**src/rtl/jhs_pkg.sv**
```systemverilog
// Package for the Jacobi heat stencil sweep core: sizes, register codes,
// reset values and the structs passed between its modules. No dependencies.
`timescale 1ns / 1ps
`default_nettype none

package jhs_pkg;

  localparam int TEMP_BITS   = 24;
  localparam int MAX_COLUMNS = 1024;
  localparam int COL_W       = $clog2(MAX_COLUMNS);
  localparam int CNT_W       = COL_W + 1;
  localparam int ROW_W       = 16;

  localparam int COEF_W      = 15;
  localparam int THR_W       = 24;
  localparam int CFG_COLS_W  = 11;
  localparam int CFG_ROWS_W  = 16;
  localparam int CFG_IDX_W   = 4;
  localparam int CFG_DATA_W  = 24;

  localparam int FRAC_BITS   = 16;
  localparam int KC_W        = FRAC_BITS + 1;
  localparam int SUM_W       = TEMP_BITS + 2;
  localparam int P1_W        = SUM_W + COEF_W;
  localparam int P2_W        = TEMP_BITS + KC_W;
  localparam int ACC_W       = ((P1_W > P2_W) ? P1_W : P2_W) + 1;
  localparam int V_W         = ACC_W - FRAC_BITS;

  localparam logic [CFG_IDX_W-1:0] REG_COEFF  = CFG_IDX_W'(0);
  localparam logic [CFG_IDX_W-1:0] REG_THRESH = CFG_IDX_W'(1);
  localparam logic [CFG_IDX_W-1:0] REG_COLS   = CFG_IDX_W'(2);
  localparam logic [CFG_IDX_W-1:0] REG_ROWS   = CFG_IDX_W'(3);

  localparam logic [COEF_W-1:0]     COEFF_RST  = COEF_W'(15729);
  localparam logic [THR_W-1:0]      THRESH_RST = THR_W'(66);
  localparam logic [CFG_COLS_W-1:0] COLS_RST   = CFG_COLS_W'(800);
  localparam logic [CFG_ROWS_W-1:0] ROWS_RST   = CFG_ROWS_W'(800);

  localparam logic [COEF_W-1:0]     COEFF_MAX  = COEF_W'(16384);
  localparam logic [CFG_COLS_W-1:0] COLS_MIN   = CFG_COLS_W'(3);
  localparam logic [CFG_COLS_W-1:0] COLS_MAX   = CFG_COLS_W'(MAX_COLUMNS);
  localparam logic [CFG_ROWS_W-1:0] ROWS_MIN   = CFG_ROWS_W'(3);

  localparam logic [KC_W-1:0]  KC_ONE     = KC_W'(1) << FRAC_BITS;
  localparam logic [ACC_W-1:0] ROUND_HALF = ACC_W'(1) << (FRAC_BITS - 1);

  typedef logic [TEMP_BITS-1:0] temp_t;
  localparam temp_t TEMP_MAX = '1;

  typedef struct packed {
    logic [COEF_W-1:0] coeff;
    logic [THR_W-1:0]  thresh;
    logic [CNT_W-1:0]  cols;
    logic [ROW_W-1:0]  rows;
  } cfg_t;

  typedef struct packed {
    logic is_edge;
    logic start;
    logic last;
    logic emit;
  } flags_t;

  typedef struct packed {
    temp_t            temp;
    logic [COL_W-1:0] col;
    logic             col0;
    logic             last_col;
    flags_t           flags;
  } item_t;

  typedef struct packed {
    logic             load;
    logic             acc;
    logic [COL_W-1:0] col;
    logic [COL_W-1:0] right_addr;
    temp_t            temp;
  } lb_req_t;

  typedef struct packed {
    logic             en;
    logic [COL_W-1:0] addr;
    temp_t            data;
  } lb_wr_t;

  typedef struct packed {
    temp_t centre0;
    temp_t right;
    temp_t above2;
  } lb_rd_t;

  typedef struct packed {
    temp_t  val;
    temp_t  centre;
    flags_t flags;
  } res_t;

endpackage

`default_nettype wire

```
**src/rtl/jhs_channels.sv**
```systemverilog
// Channel interfaces of the Jacobi heat stencil sweep core: input cells,
// results and configuration writes. Depends on jhs_pkg.
`timescale 1ns / 1ps
`default_nettype none


interface jhs_cfg_if;
  logic                               valid;
  logic                               ready;
  logic [jhs_pkg::CFG_IDX_W-1:0]      index;
  logic [jhs_pkg::CFG_DATA_W-1:0]     data;
  modport source (output valid, index, data, input ready);
  modport sink   (input valid, index, data, output ready);
endinterface

`default_nettype wire

```
**src/rtl/jhs_cfg_regs.sv**
```systemverilog
// Configuration registers with range clamping.
// Depends on jhs_pkg and jhs_channels.
`timescale 1ns / 1ps
`default_nettype none

module jhs_cfg_regs (
  input  logic           clk,
  input  logic           rst_n,
  jhs_cfg_if.sink        cfg_ch,
  output jhs_pkg::cfg_t  cfg
);

  logic [jhs_pkg::COEF_W-1:0]     coeff_r;
  logic [jhs_pkg::THR_W-1:0]      thresh_r;
  logic [jhs_pkg::CFG_COLS_W-1:0] cols_r;
  logic [jhs_pkg::CFG_ROWS_W-1:0] rows_r;
  logic [jhs_pkg::CFG_COLS_W-1:0] cols_clamp;

  assign cfg_ch.ready = 1'b1;

  always_ff @(posedge clk) begin
    if (!rst_n) begin
      coeff_r  <= jhs_pkg::COEFF_RST;
      thresh_r <= jhs_pkg::THRESH_RST;
      cols_r   <= jhs_pkg::COLS_RST;
      rows_r   <= jhs_pkg::ROWS_RST;
    end else if (cfg_ch.valid) begin
      unique case (cfg_ch.index)
        jhs_pkg::REG_COEFF:  coeff_r  <= cfg_ch.data[jhs_pkg::COEF_W-1:0];
        jhs_pkg::REG_THRESH: thresh_r <= cfg_ch.data[jhs_pkg::THR_W-1:0];
        jhs_pkg::REG_COLS:   cols_r   <= cfg_ch.data[jhs_pkg::CFG_COLS_W-1:0];
        jhs_pkg::REG_ROWS:   rows_r   <= cfg_ch.data[jhs_pkg::CFG_ROWS_W-1:0];
        default: begin
        end
      endcase
    end
  end

  always_comb begin
    priority if (cols_r < jhs_pkg::COLS_MIN) begin
      cols_clamp = jhs_pkg::COLS_MIN;
    end else if (cols_r > jhs_pkg::COLS_MAX) begin
      cols_clamp = jhs_pkg::COLS_MAX;
    end else begin
      cols_clamp = cols_r;
    end
  end

  assign cfg.coeff  = (coeff_r > jhs_pkg::COEFF_MAX) ? jhs_pkg::COEFF_MAX : coeff_r;
  assign cfg.thresh = thresh_r;
  assign cfg.cols   = jhs_pkg::CNT_W'(cols_clamp);
  assign cfg.rows   = (rows_r < jhs_pkg::ROWS_MIN) ? jhs_pkg::ROWS_MIN : rows_r;

endmodule

`default_nettype wire

```
**src/flat_wrapper.sv**
```systemverilog
// flat-port wrapper written by rule: the top's interface ports become plain ports
module jhs_cfg_regs_flat 
  (clk, rst_n, cfg, cfg_ch_valid, cfg_ch_index, cfg_ch_data, cfg_ch_ready);
  jhs_cfg_if cfg_ch_i ();
  input  logic clk;
  input  logic rst_n;
  output jhs_pkg::cfg_t cfg;
  input wire logic [$bits(cfg_ch_i.valid)-1:0] cfg_ch_valid;
  input wire logic [$bits(cfg_ch_i.index)-1:0] cfg_ch_index;
  input wire logic [$bits(cfg_ch_i.data)-1:0] cfg_ch_data;
  output wire logic [$bits(cfg_ch_i.ready)-1:0] cfg_ch_ready;
  assign cfg_ch_i.valid = cfg_ch_valid;
  assign cfg_ch_i.index = cfg_ch_index;
  assign cfg_ch_i.data = cfg_ch_data;
  assign cfg_ch_ready = cfg_ch_i.ready;
  jhs_cfg_regs u_core (.clk(clk), .rst_n(rst_n), .cfg_ch(cfg_ch_i), .cfg(cfg));
endmodule
```
**config.mk**
```make
export PLATFORM = sky130hd
export DESIGN_NAME = jhs_cfg_regs_flat
export DESIGN_NICKNAME = d
export VERILOG_FILES = /design/src/rtl/jhs_pkg.sv /design/src/rtl/jhs_channels.sv /design/src/rtl/jhs_cfg_regs.sv /design/src/flat_wrapper.sv
export SDC_FILE = /design/constraint.sdc
export NUM_CORES = 1
export LEC_CHECK = 0
export BUFFER_PORTS_ARGS = -buffer_cell sky130_fd_sc_hd__buf_2
export CORE_MARGIN = 8
export CORE_UTILIZATION = 47
export CTS_BUF_LIST = sky130_fd_sc_hd__clkbuf_4
export DETAILED_ROUTE_END_ITERATION = 7
export PLACE_DENSITY = 0.87
export SYNTH_ARGS = -nofsm -noshare
export SYNTH_HDL_FRONTEND = slang
export SYNTH_SLANG_ARGS = --single-unit
```
**constraint.sdc**
```tcl
create_clock -name clk -period 1 [get_ports clk]
set_input_delay 0 -clock clk [delete_from_list [all_inputs] [get_ports clk]]
set_output_delay 0 -clock clk [all_outputs]
set_load 0.05 [all_outputs]
```
==> flow_summary_export.csv <==
group,metric,value,unit
placed_design,pre_cts_ws,-0.303,ns
hold_path,min_to,"u_core.rows_r[0]",
run_status,outcome,"finished, violations left",
hold_path,whs_path_depth,4,
sta,rsz0062_at_grt,"true",
synth,synth_seq_cells,66,
synth,netlist_instances,312,
drt,ant_nets,0,
cells_and_area,seq_area,0.00137,mm²
setup_path,r2r_start,"u_core.cols_r[4]",
global_routing,grt_pass1_vias,2972,
run_status,violations,"negative setup slack",
synth,yosysSeqAreaShare,0.454,
placed_design,io_buffers,96,
hold_path,min_from,"cfg_ch_index[0]",
flow_run,drv_cap,0,
drt,finalWirelength,10300,µm
pwr,power,0.00487,W
drt,drcViolationCount,0,
sta,setup_viol,41,
global_routing,antenna_found_initial,0,
cts,clock_latency,0.40,ns
cts,cts_num_sinks,66,
setup_path,path_max_fanout,2,
cells_and_area,area_growth,68.6,%
cells_and_area,n_antenna_cell,0,
sta,fin_crit_sh,1.57,
cells_and_area,multi_input_area,0.00164,mm²
global_routing,gr-total-overflow,0,
sta,clock_skew,0,ns
global_routing,grt_pass1_wl,15200,µm
setup_path,criticalPathCategory,"flip-flop to output port",
drt,wl_per_cell,19.6,µm
setup_path,crit_arrival,1.57,ns
cells_and_area,drive_gt1_frac,0.471,
pwr,ir_drop,0.000761,V
sta,drv_slew,0,
cts,cts-root-buf,"clkbuf_4",
drt,dr.pass1.iters,4,
floorplanning,fp.dieArea,0.00897,mm²
setup_path,required,1.00,ns
floorplanning,die-width,94.7,µm
cts,cts_buffers,9,
cells_and_area,nNetsFinal,479,
cts,path_clk_slew,0.12,ns
setup_path,end_kind,"output port",
placed_design,place_hpwl,5820,µm
cells_and_area,fillers,310,
drt,viasPerCell,5.22,
drt,drtIter0Drc,144,
cts,cts_max_level,3,
global_routing,grt_usage,0.221,
setup_path,cp-start-kind,"flip-flop",
synth,synth_nets,343,
setup_path,reg2reg_to,"u_core.cols_r[4]",
pwr,power_per_cell_area,992,mW/mm²
cts,tritoncts,"done",
sta,min_period,1.57,ns
pwr,leakagePower,2.22,nW
floorplanning,fp.dieH,94.7,µm
setup_path,ff2ff_setup_slack,0.12,ns
floorplanning,rows,28,
synth,syn_area,0.00291,mm²
synth,ys_types,22,
placed_design,finalWeightedCongestion,0.811,
synth,synth.avg_cell_area,9.34,µm²
cts,clk_path_buf_depth,2,
global_routing,grt_max_degree,39,
sta,hold_viol,0,
hold_path,min-delay-path-class,"primary input to flip-flop",
sta,fin_ws,-0.565,ns
setup_path,rr_worst_depth,4,
synth,yosysWarnings,0,
floorplanning,start_util,0.489,
sta,fmax,639,MHz
floorplanning,core-area,0.00596,mm²
floorplanning,ioPinCount,98,
drt,vias,2749,
Yosys cell counts:
master / instances / share of area
a21oi_1: 2 / 0.0034
and3_2: 1 / 0.0026
and3b_2: 1 / 0.0034
buf_12: 1 / 0.0069
buf_2: 2 / 0.0034
buf_4: 2 / 0.0052
buf_6: 2 / 0.0077
buf_8: 2 / 0.010
clkbuf_1: 28 / 0.036
conb_1: 1 / 0.0013
dfxtp_1: 66 / 0.45
mux2i_1: 66 / 0.23
nand2_1: 73 / 0.094
nand2b_1: 2 / 0.0043
nand3_2: 1 / 0.0034
nand3b_1: 1 / 0.0026
nand4_1: 1 / 0.0021
nor2_1: 3 / 0.0039
nor2b_1: 50 / 0.11
nor3b_2: 1 / 0.0043
nor3b_4: 1 / 0.0064
nor4_1: 5 / 0.011
critical path, stage by stage (launching register included):
cell and delay, ns:
dfxtp_2 0.36, nor4_2 0.28, nand4_1 0.21, nand2b_2 0.15
buf_8 0.15
how the worst max path moves through the flow:
stage | start | end | slack (ns) | depth (start not counted)
global placement | u_core.rows_r[10] | cfg[0] | -0.27 | 4
CTS | u_core.rows_r[13] | cfg[0] | -0.57 | 4
global route | u_core.rows_r[14] | cfg[0] | -0.64 | 4
detailed placement | u_core.rows_r[10] | cfg[0] | -0.30 | 4
floorplan | u_core.cols_r[10] | cfg[19] | -0.23 | 2
finish | u_core.rows_r[15] | cfg[0] | -0.57 | 4
power breakdown:
group          switching [W]  total, W  leakage (nW)  internal [W]
clock network       0.000968   0.00142        0.0555      0.000457
registers          0.0000322   0.00268         0.543       0.00265
logic               0.000413  0.000765          1.62      0.000353
total                0.00141   0.00487          2.22       0.00346
stage by stage:
step	hold slack, ns	utilization	instances	TNS [ns]	area, µm²
finish	0.0697	0.825	527	-7.67	4910
global route	0.0866	0.825	527	-8.82	4910
CTS	0.0547	0.794	524	-7.51	4730
detailed placement	0.257	0.627	480	-3.63	3740
global placement	0.248	0.627	480	-2.37	3740
floorplan	0.142	-	312	-2.03	3010
placed cells by master (no fill, tap or decap), drive strengths merged:
cell / instances
nor3b: 2
nand3b: 1
a21oi: 2
nor4: 5
clkinv: 6
and3: 1
nand2: 73
and3b: 1
nand2b: 2
conb: 1
nand3: 1
dfxtp: 66
dlygate4sd3: 24
nor2b: 50
clkbuf: 9
nand4: 1
mux2i: 66
buf: 138
nor2: 3
state kept, by name (all words and copies together), names as in the netlist:
| signal | cells |
|---|---|
| u_core.rows_r | 16 |
| u_core.cols_r | 11 |
| u_core.coeff_r | 15 |
| u_core.thresh_r | 24 |
cells by family after synthesis:
kind of cell	after synthesis	share of synthesized area
simple gates	140	0.245
mux	66	0.227
other cells	1	0.00129
compound gates	2	0.00344
flops	66	0.454
buf+inv	37	0.0696
final cells by class:
class / instances / share of cell area
clock buffers: 9 / 0.0138
clock inverters: 6 / 0.00510
flip-flops and latches: 66 / 0.279
well taps: 75 / 0.0191
repair buffers: 162 / 0.349
multi-input cells: 209 / 0.334
per-layer routing:
layer	up-vias	track usage	part of all wire
li1	1270	-	-
met2	112	0.410	0.54
met1	1338	0.236	0.36
met4	0	0.109	0.032
met5	-	0	0
met3	29	0.0389	0.065
timing repair:
item                                   4_1_cts  5_1_grt
pin swaps                                    6        4
setup endpoints to repair                   66       55
buffers inserted                             6        8
gates resized for setup                    194       49
gates cloned                                 1        0
hold buffers                                24        0
endpoints found under the hold margin       64        0
Note: power is estimated with default switching activity, not from simulation.
