[src/rtl/jhs_pkg.sv]
// Package for the Jacobi heat stencil sweep core: sizes, register codes,
// reset values and the structs passed between its modules. No dependencies.
`timescale 1ns / 1ps
`default_nettype none

package jhs_pkg;

  localparam int TEMP_BITS   = 24;
  localparam int MAX_COLUMNS = 1024;
  localparam int COL_W       = $clog2(MAX_COLUMNS);
  localparam int CNT_W       = COL_W + 1;
  localparam int ROW_W       = 16;

  localparam int COEF_W      = 15;
  localparam int THR_W       = 24;
  localparam int CFG_COLS_W  = 11;
  localparam int CFG_ROWS_W  = 16;
  localparam int CFG_IDX_W   = 4;
  localparam int CFG_DATA_W  = 24;

  localparam int FRAC_BITS   = 16;
  localparam int KC_W        = FRAC_BITS + 1;
  localparam int SUM_W       = TEMP_BITS + 2;
  localparam int P1_W        = SUM_W + COEF_W;
  localparam int P2_W        = TEMP_BITS + KC_W;
  localparam int ACC_W       = ((P1_W > P2_W) ? P1_W : P2_W) + 1;
  localparam int V_W         = ACC_W - FRAC_BITS;

  localparam logic [CFG_IDX_W-1:0] REG_COEFF  = CFG_IDX_W'(0);
  localparam logic [CFG_IDX_W-1:0] REG_THRESH = CFG_IDX_W'(1);
  localparam logic [CFG_IDX_W-1:0] REG_COLS   = CFG_IDX_W'(2);
  localparam logic [CFG_IDX_W-1:0] REG_ROWS   = CFG_IDX_W'(3);

  localparam logic [COEF_W-1:0]     COEFF_RST  = COEF_W'(15729);
  localparam logic [THR_W-1:0]      THRESH_RST = THR_W'(66);
  localparam logic [CFG_COLS_W-1:0] COLS_RST   = CFG_COLS_W'(800);
  localparam logic [CFG_ROWS_W-1:0] ROWS_RST   = CFG_ROWS_W'(800);

  localparam logic [COEF_W-1:0]     COEFF_MAX  = COEF_W'(16384);
  localparam logic [CFG_COLS_W-1:0] COLS_MIN   = CFG_COLS_W'(3);
  localparam logic [CFG_COLS_W-1:0] COLS_MAX   = CFG_COLS_W'(MAX_COLUMNS);
  localparam logic [CFG_ROWS_W-1:0] ROWS_MIN   = CFG_ROWS_W'(3);

  localparam logic [KC_W-1:0]  KC_ONE     = KC_W'(1) << FRAC_BITS;
  localparam logic [ACC_W-1:0] ROUND_HALF = ACC_W'(1) << (FRAC_BITS - 1);

  typedef logic [TEMP_BITS-1:0] temp_t;
  localparam temp_t TEMP_MAX = '1;

  typedef struct packed {
    logic [COEF_W-1:0] coeff;
    logic [THR_W-1:0]  thresh;
    logic [CNT_W-1:0]  cols;
    logic [ROW_W-1:0]  rows;
  } cfg_t;

  typedef struct packed {
    logic is_edge;
    logic start;
    logic last;
    logic emit;
  } flags_t;

  typedef struct packed {
    temp_t            temp;
    logic [COL_W-1:0] col;
    logic             col0;
    logic             last_col;
    flags_t           flags;
  } item_t;

  typedef struct packed {
    logic             load;
    logic             acc;
    logic [COL_W-1:0] col;
    logic [COL_W-1:0] right_addr;
    temp_t            temp;
  } lb_req_t;

  typedef struct packed {
    logic             en;
    logic [COL_W-1:0] addr;
    temp_t            data;
  } lb_wr_t;

  typedef struct packed {
    temp_t centre0;
    temp_t right;
    temp_t above2;
  } lb_rd_t;

  typedef struct packed {
    temp_t  val;
    temp_t  centre;
    flags_t flags;
  } res_t;

endpackage

`default_nettype wire

[src/rtl/jhs_channels.sv]
// Channel interfaces of the Jacobi heat stencil sweep core: input cells,
// results and configuration writes. Depends on jhs_pkg.
`timescale 1ns / 1ps
`default_nettype none


interface jhs_out_if;
  logic            valid;
  logic            ready;
  jhs_pkg::temp_t  new_temp;
  logic            sweep_last;
  jhs_pkg::temp_t  largest_change;
  logic            settled;
  modport source (output valid, new_temp, sweep_last, largest_change, settled, input ready);
  modport sink   (input valid, new_temp, sweep_last, largest_change, settled, output ready);
endinterface


`default_nettype wire

[src/rtl/jhs_change_track.sv]
// Change tracking and output register: running maximum of |new - old|,
// convergence flag and the result channel. Depends on jhs_pkg, jhs_channels.
`timescale 1ns / 1ps
`default_nettype none

module jhs_change_track (
  input  logic                      clk,
  input  logic                      rst_n,
  input  logic [jhs_pkg::THR_W-1:0] thresh,
  input  logic                      res_valid,
  input  jhs_pkg::res_t             res,
  output logic                      out_load,
  jhs_out_if.source                 out_ch
);

  logic           out_v_r;
  jhs_pkg::temp_t out_temp_r;
  logic           out_last_r;
  jhs_pkg::temp_t out_max_r;
  logic           out_settled_r;
  jhs_pkg::temp_t max_r, max_nxt;
  jhs_pkg::temp_t diff, base;
  logic           adv;

  assign out_load = !out_v_r || out_ch.ready;
  assign adv      = res_valid && out_load;

  assign diff    = (res.val >= res.centre) ? (res.val - res.centre) : (res.centre - res.val);
  assign base    = res.flags.start ? '0 : max_r;
  assign max_nxt = (res.flags.emit && (diff > base)) ? diff : base;

  always_ff @(posedge clk) begin
    if (!rst_n) begin
      out_v_r <= 1'b0;
      max_r   <= '0;
    end else begin
      if (out_load) out_v_r <= res_valid && res.flags.emit;
      if (adv) max_r <= res.flags.last ? '0 : max_nxt;
    end
  end

  always_ff @(posedge clk) begin
    if (adv) begin
      out_temp_r    <= res.val;
      out_last_r    <= res.flags.last;
      out_max_r     <= max_nxt;
      out_settled_r <= res.flags.last && (jhs_pkg::THR_W'(max_nxt) <= thresh);
    end
  end

  assign out_ch.valid          = out_v_r;
  assign out_ch.new_temp       = out_temp_r;
  assign out_ch.sweep_last     = out_last_r;
  assign out_ch.largest_change = out_max_r;
  assign out_ch.settled        = out_settled_r;

endmodule

`default_nettype wire

[src/flat_wrapper.sv]
// flat-port wrapper written by rule: the top's interface ports become plain ports
module jhs_change_track_flat 
  (clk, rst_n, thresh, res_valid, res, out_load, out_ch_valid, out_ch_new_temp, out_ch_sweep_last, out_ch_largest_change, out_ch_settled, out_ch_ready);
  jhs_out_if out_ch_i ();
  input  logic clk;
  input  logic rst_n;
  input  logic [jhs_pkg::THR_W-1:0] thresh;
  input  logic res_valid;
  input  jhs_pkg::res_t res;
  output logic out_load;
  output wire logic [$bits(out_ch_i.valid)-1:0] out_ch_valid;
  output wire logic [$bits(out_ch_i.new_temp)-1:0] out_ch_new_temp;
  output wire logic [$bits(out_ch_i.sweep_last)-1:0] out_ch_sweep_last;
  output wire logic [$bits(out_ch_i.largest_change)-1:0] out_ch_largest_change;
  output wire logic [$bits(out_ch_i.settled)-1:0] out_ch_settled;
  input wire logic [$bits(out_ch_i.ready)-1:0] out_ch_ready;
  assign out_ch_valid = out_ch_i.valid;
  assign out_ch_new_temp = out_ch_i.new_temp;
  assign out_ch_sweep_last = out_ch_i.sweep_last;
  assign out_ch_largest_change = out_ch_i.largest_change;
  assign out_ch_settled = out_ch_i.settled;
  assign out_ch_i.ready = out_ch_ready;
  jhs_change_track u_core (.clk(clk), .rst_n(rst_n), .thresh(thresh), .res_valid(res_valid), .res(res), .out_load(out_load), .out_ch(out_ch_i));
endmodule
[config.mk]
export PLATFORM = sky130hd
export DESIGN_NAME = jhs_change_track_flat
export DESIGN_NICKNAME = d
export VERILOG_FILES = /design/src/rtl/jhs_pkg.sv /design/src/rtl/jhs_channels.sv /design/src/rtl/jhs_change_track.sv /design/src/flat_wrapper.sv
export SDC_FILE = /design/constraint.sdc
export NUM_CORES = 1
export LEC_CHECK = 0
export BUFFER_PORTS_ARGS = -buffer_cell sky130_fd_sc_hd__buf_2
export CORE_UTILIZATION = 51
export CTS_CLUSTER_SIZE = 14
export DETAILED_ROUTE_END_ITERATION = 16
export PLACE_DENSITY = 0.8
export SLEW_MARGIN = 20
export SYNTH_ARGS = -nofsm -noshare
export SYNTH_HDL_FRONTEND = slang
export SYNTH_SLANG_ARGS = --single-unit
[constraint.sdc]
create_clock -name clk -period 6.4 [get_ports clk]
set_clock_uncertainty 0.05 [all_clocks]
set_input_delay 0.32 -clock clk [delete_from_list [all_inputs] [get_ports clk]]
set_output_delay 0.32 -clock clk [all_outputs]
set_load 0.005 [all_outputs]
==> summary.txt <==
Worst setup path
  – FF-to-FF path depth: 16
  – Crit path DAT: 6.06 ns
  – Critical Path Sink Type: flop
  – Critical path depth: 30
  – Max stage delay on crit path: 0.57 ns
  – Kind of critical path: in -> reg
  – Crit path max fanout: 7
  – Startpoint type of the worst setup path: input pin
  – CP bufs+invs: 6
  – CP delay by family, top: simple AND/OR/NAND/NOR gates
  – Slowest CP cell: or4_4
  – Worst path required time: 6.43 ns

Pwr
  – Pint: 1.20 mW
  – Seq pwr share: 31.8%
  – Clock power share: 25.8%
  – Leakage power: 3.90 nW
  – Net Sw Power: 632 uW
  – Tot Pwr: 1.84 mW
  – Net Sw Frac: 34.4%
  – Pwr dens: 232 nW/um^2
  – VDD IR max: 0.000104 V
  – Logic gate share of total power: 42.4%

Final layout
  – Post-layout util: 62.7%
  – Filler instances: 1067
  – Register area: 2000 um^2
  – Multi-input logic area: 4040 um^2
  – Layout Cells excl Fill: 1083
  – Layout cell share with drive strength beyond 1: 22.5%
  – Nets: 1083
  – Ant diodes: 0
  – Syn-to-layout area delta: 20.1%
  – Fin area: 7920 um^2

Global route
  – GRT Total Usage: 24.7%
  – Initial antenna violation count: 0
  – Vias in the first global route: 5717
  – Global-route wire length before repair: 25900 um
  – Pin count of the biggest net entering global routing: 51
  – Remaining global-route overflow: 0

Logic synthesis
  – Async SR Flop Fraction: 0%
  – Top-count cell post-synth: inv_1
  – Top-area cell type share of the netlist area: 22.8%
  – Part of the Yosys area used for sequential elements: 30.4%
  – Netlist cell types: 59
  – Ys Warns: 0
  – Area leader, netlist: edfxtp_1
  – Syn nets: 925
  – Area contributors post-synth: edfxtp_1 23%, ha_1 18%, dfxtp_1 7.6%, inv_1 6.0%, mux2i_1 5.8%
  – Cells after Synth: 748
  – Syn Area/Cell: 8.81 um^2
  – Flops & latches, synth: 75
  – Top cells by count, synth: 105 x inv_1, 95 x ha_1, 69 x a21oi_1
  – Post-Syn Area: 6590 um^2
  – EDFF count, synth: 50
  – Top_reg_cell synth: edfxtp_1

Job
  – Max Cap Violations: 0

STA
  – Setup violations, final: 0
  – Worst slew margin: 30.3%
  – Endpoints failing hold: 0
  – Unrepaired setup endpoints after global routing: no
  – Final Max Slew Viols: 0
  – Setup TNS: 0 ns
  – Fmax: 166 MHz
  – Crit share post-route: 94.2%
  – Minimum clock period: 6.03 ns
  – Worst Tran Pin Value: 1.04 ns

Floorplanning
  – Die Width: 116 um
  – Initial core utilization: 52.2%
  – Number of core rows: 41
  – Core area: 12600 um^2
  – I/O pins: 132
  – Die ar.: 13400 um^2
  – Die height: 116 um

Drt
  – Routed wire length: 15800 um
  – DR vias/cell: 5.47
  – Post-DRT Antenna Nets: 0
  – Total number of vias: 5921
  – Remaining DRCs: 0
  – Routed WL per cell: 14.6 um
  – Number of DRC markers in iteration 0: 387
  – First-pass DRT Iterations: 4

Clock network
  – Clock transition at the registers of the reported paths: 0.06 ns
  – Root Buffer Master: clkbuf_16
  – Sink Count: 75
  – Clk buf depth: 2
  – Clock buffer count from CTS: 9
  – CTS tree: yes
  – Worst-Skew Late Latency: 0.34 ns
  – H-tree depth: 3

Placement
  – Inst Count DP: 1063
  – DPL Wire Length: 12500 um
  – IO Port Bufs: 130
  – Area of placed instances: 7600 um^2
  – RD Place Congestion: 0.966

Min path
  – Number of cells on the worst hold path: 1
  – Hold Path Class: in -> reg

Run status
  – Status: finished clean
## registers in the layout, indices dropped and copies added, names as in the netlist
signal / flops
u_core.out_ch.settled: 1
u_core.max_r: 24
u_core.out_ch.valid: 1
u_core.out_ch.sweep_last: 1
u_core.out_ch.largest_change: 24
u_core.out_ch.new_temp: 24
## through the flow
step,setup slack (ns),hold WS [ns]
after floorplan,0.305,0.367
after global placement,0.136,0.376
after detailed placement,0.0454,0.386
after CTS,0.367,0.119
after global routing,0.0494,0.126
final,0.369,0.126
## routing by layer
layer,vias to the layer above,wire [um],track usage [%]
li1,2950,-,-
met1,2712,7310,31.7
met2,225,7150,41.2
met3,34,882,3.45
met4,0,432,11.4
met5,-,0,0
## cell type report
class	instances	share of cell area [%]
Multi-Input combinational cell	540	51.1
Sequential cell	75	25.3
Timing Repair Buffer	175	12.5
Inverter	105	4.98
Clock buffer	16	3.43
Tap cell	172	2.72
## power groups by stage
stage          Combinational (mW)  Clock, mW  Sequential [mW]
4_1_cts                     0.757      0.481            0.584
3_5_place_dp                0.750          0            0.594
5_1_grt                     0.868      0.499            0.588
3_3_place_gp                0.723          0            0.593
6_report                    0.778      0.474            0.584
2_1_floorplan               0.501          0            0.601
## what timing repair did
| item | in CTS | in global routing |
|---|---|---|
| buffers inserted | 0 | 4 |
| endpoints found under the setup margin | 0 | 1 |
| hold buffers | 0 | 0 |
| resized for setup | 0 | 2 |
## placed cells by master (no fill, tap or decap), types with 3 or more instances in the layout
cell / instances
a211oi_1: 5
a21boi_0: 3
a21o_1: 17
a21oi_1: 69
a21oi_4: 3
a22o_1: 6
a22oi_1: 3
and2_1: 3
buf_2: 130
buf_4: 45
clkbuf_1: 5
clkbuf_16: 9
dfxtp_1: 25
edfxtp_1: 50
ha_1: 95
inv_1: 104
mux2_2: 4
mux2i_1: 38
nand2_1: 59
nand2b_1: 24
nand3_1: 12
nand4_1: 19
nor2_1: 28
nor2b_1: 15
nor3_1: 4
nor4_1: 4
o211ai_1: 10
o21a_1: 8
o21ai_0: 42
o21ai_1: 4
o21bai_1: 7
o31ai_1: 3
xnor2_1: 15
xor2_1: 6
## path summary, 6_finish.rpt
check	from	end	slack, ns
worst max-delay path	res[28]	u_core.out_ch.settled	0.37
worst min-delay path	res[51]	u_core.out_ch.new_temp[23]	0.13
worst max register to register	u_core.max_r[20]	u_core.out_ch.settled	2.33
worst min register to register	u_core.max_r[23]	u_core.max_r[23]	0.40
## kinds of logic (layout without fill, tap and decap cells)
kind of cell	Yosys count	count (layout)	synth area share [%]
AOI/OAI and AO/OA	199	199	19.2
and+or+nand+nor	179	179	13.6
buffers and inverters	133	296	8.48
adders and majority gates	97	97	18.6
DFF	75	75	30.4
muxes	43	43	6.79
xor gates and xnor gates	22	22	2.92
## worst register-to-register path: cells and delay by family (launching register included)
family | cells | cell delay (ns)
AND/OR/NAND/NOR | 7 | 1.63
AO/OA/AOI/OAI | 5 | 0.94
adder cells (fa/ha/maj) | 2 | 0.57
flip-flops | 1 | 0.32
buffers and inverters | 2 | 0.26
No activity file was read; power rests on OpenSTA's default activity.
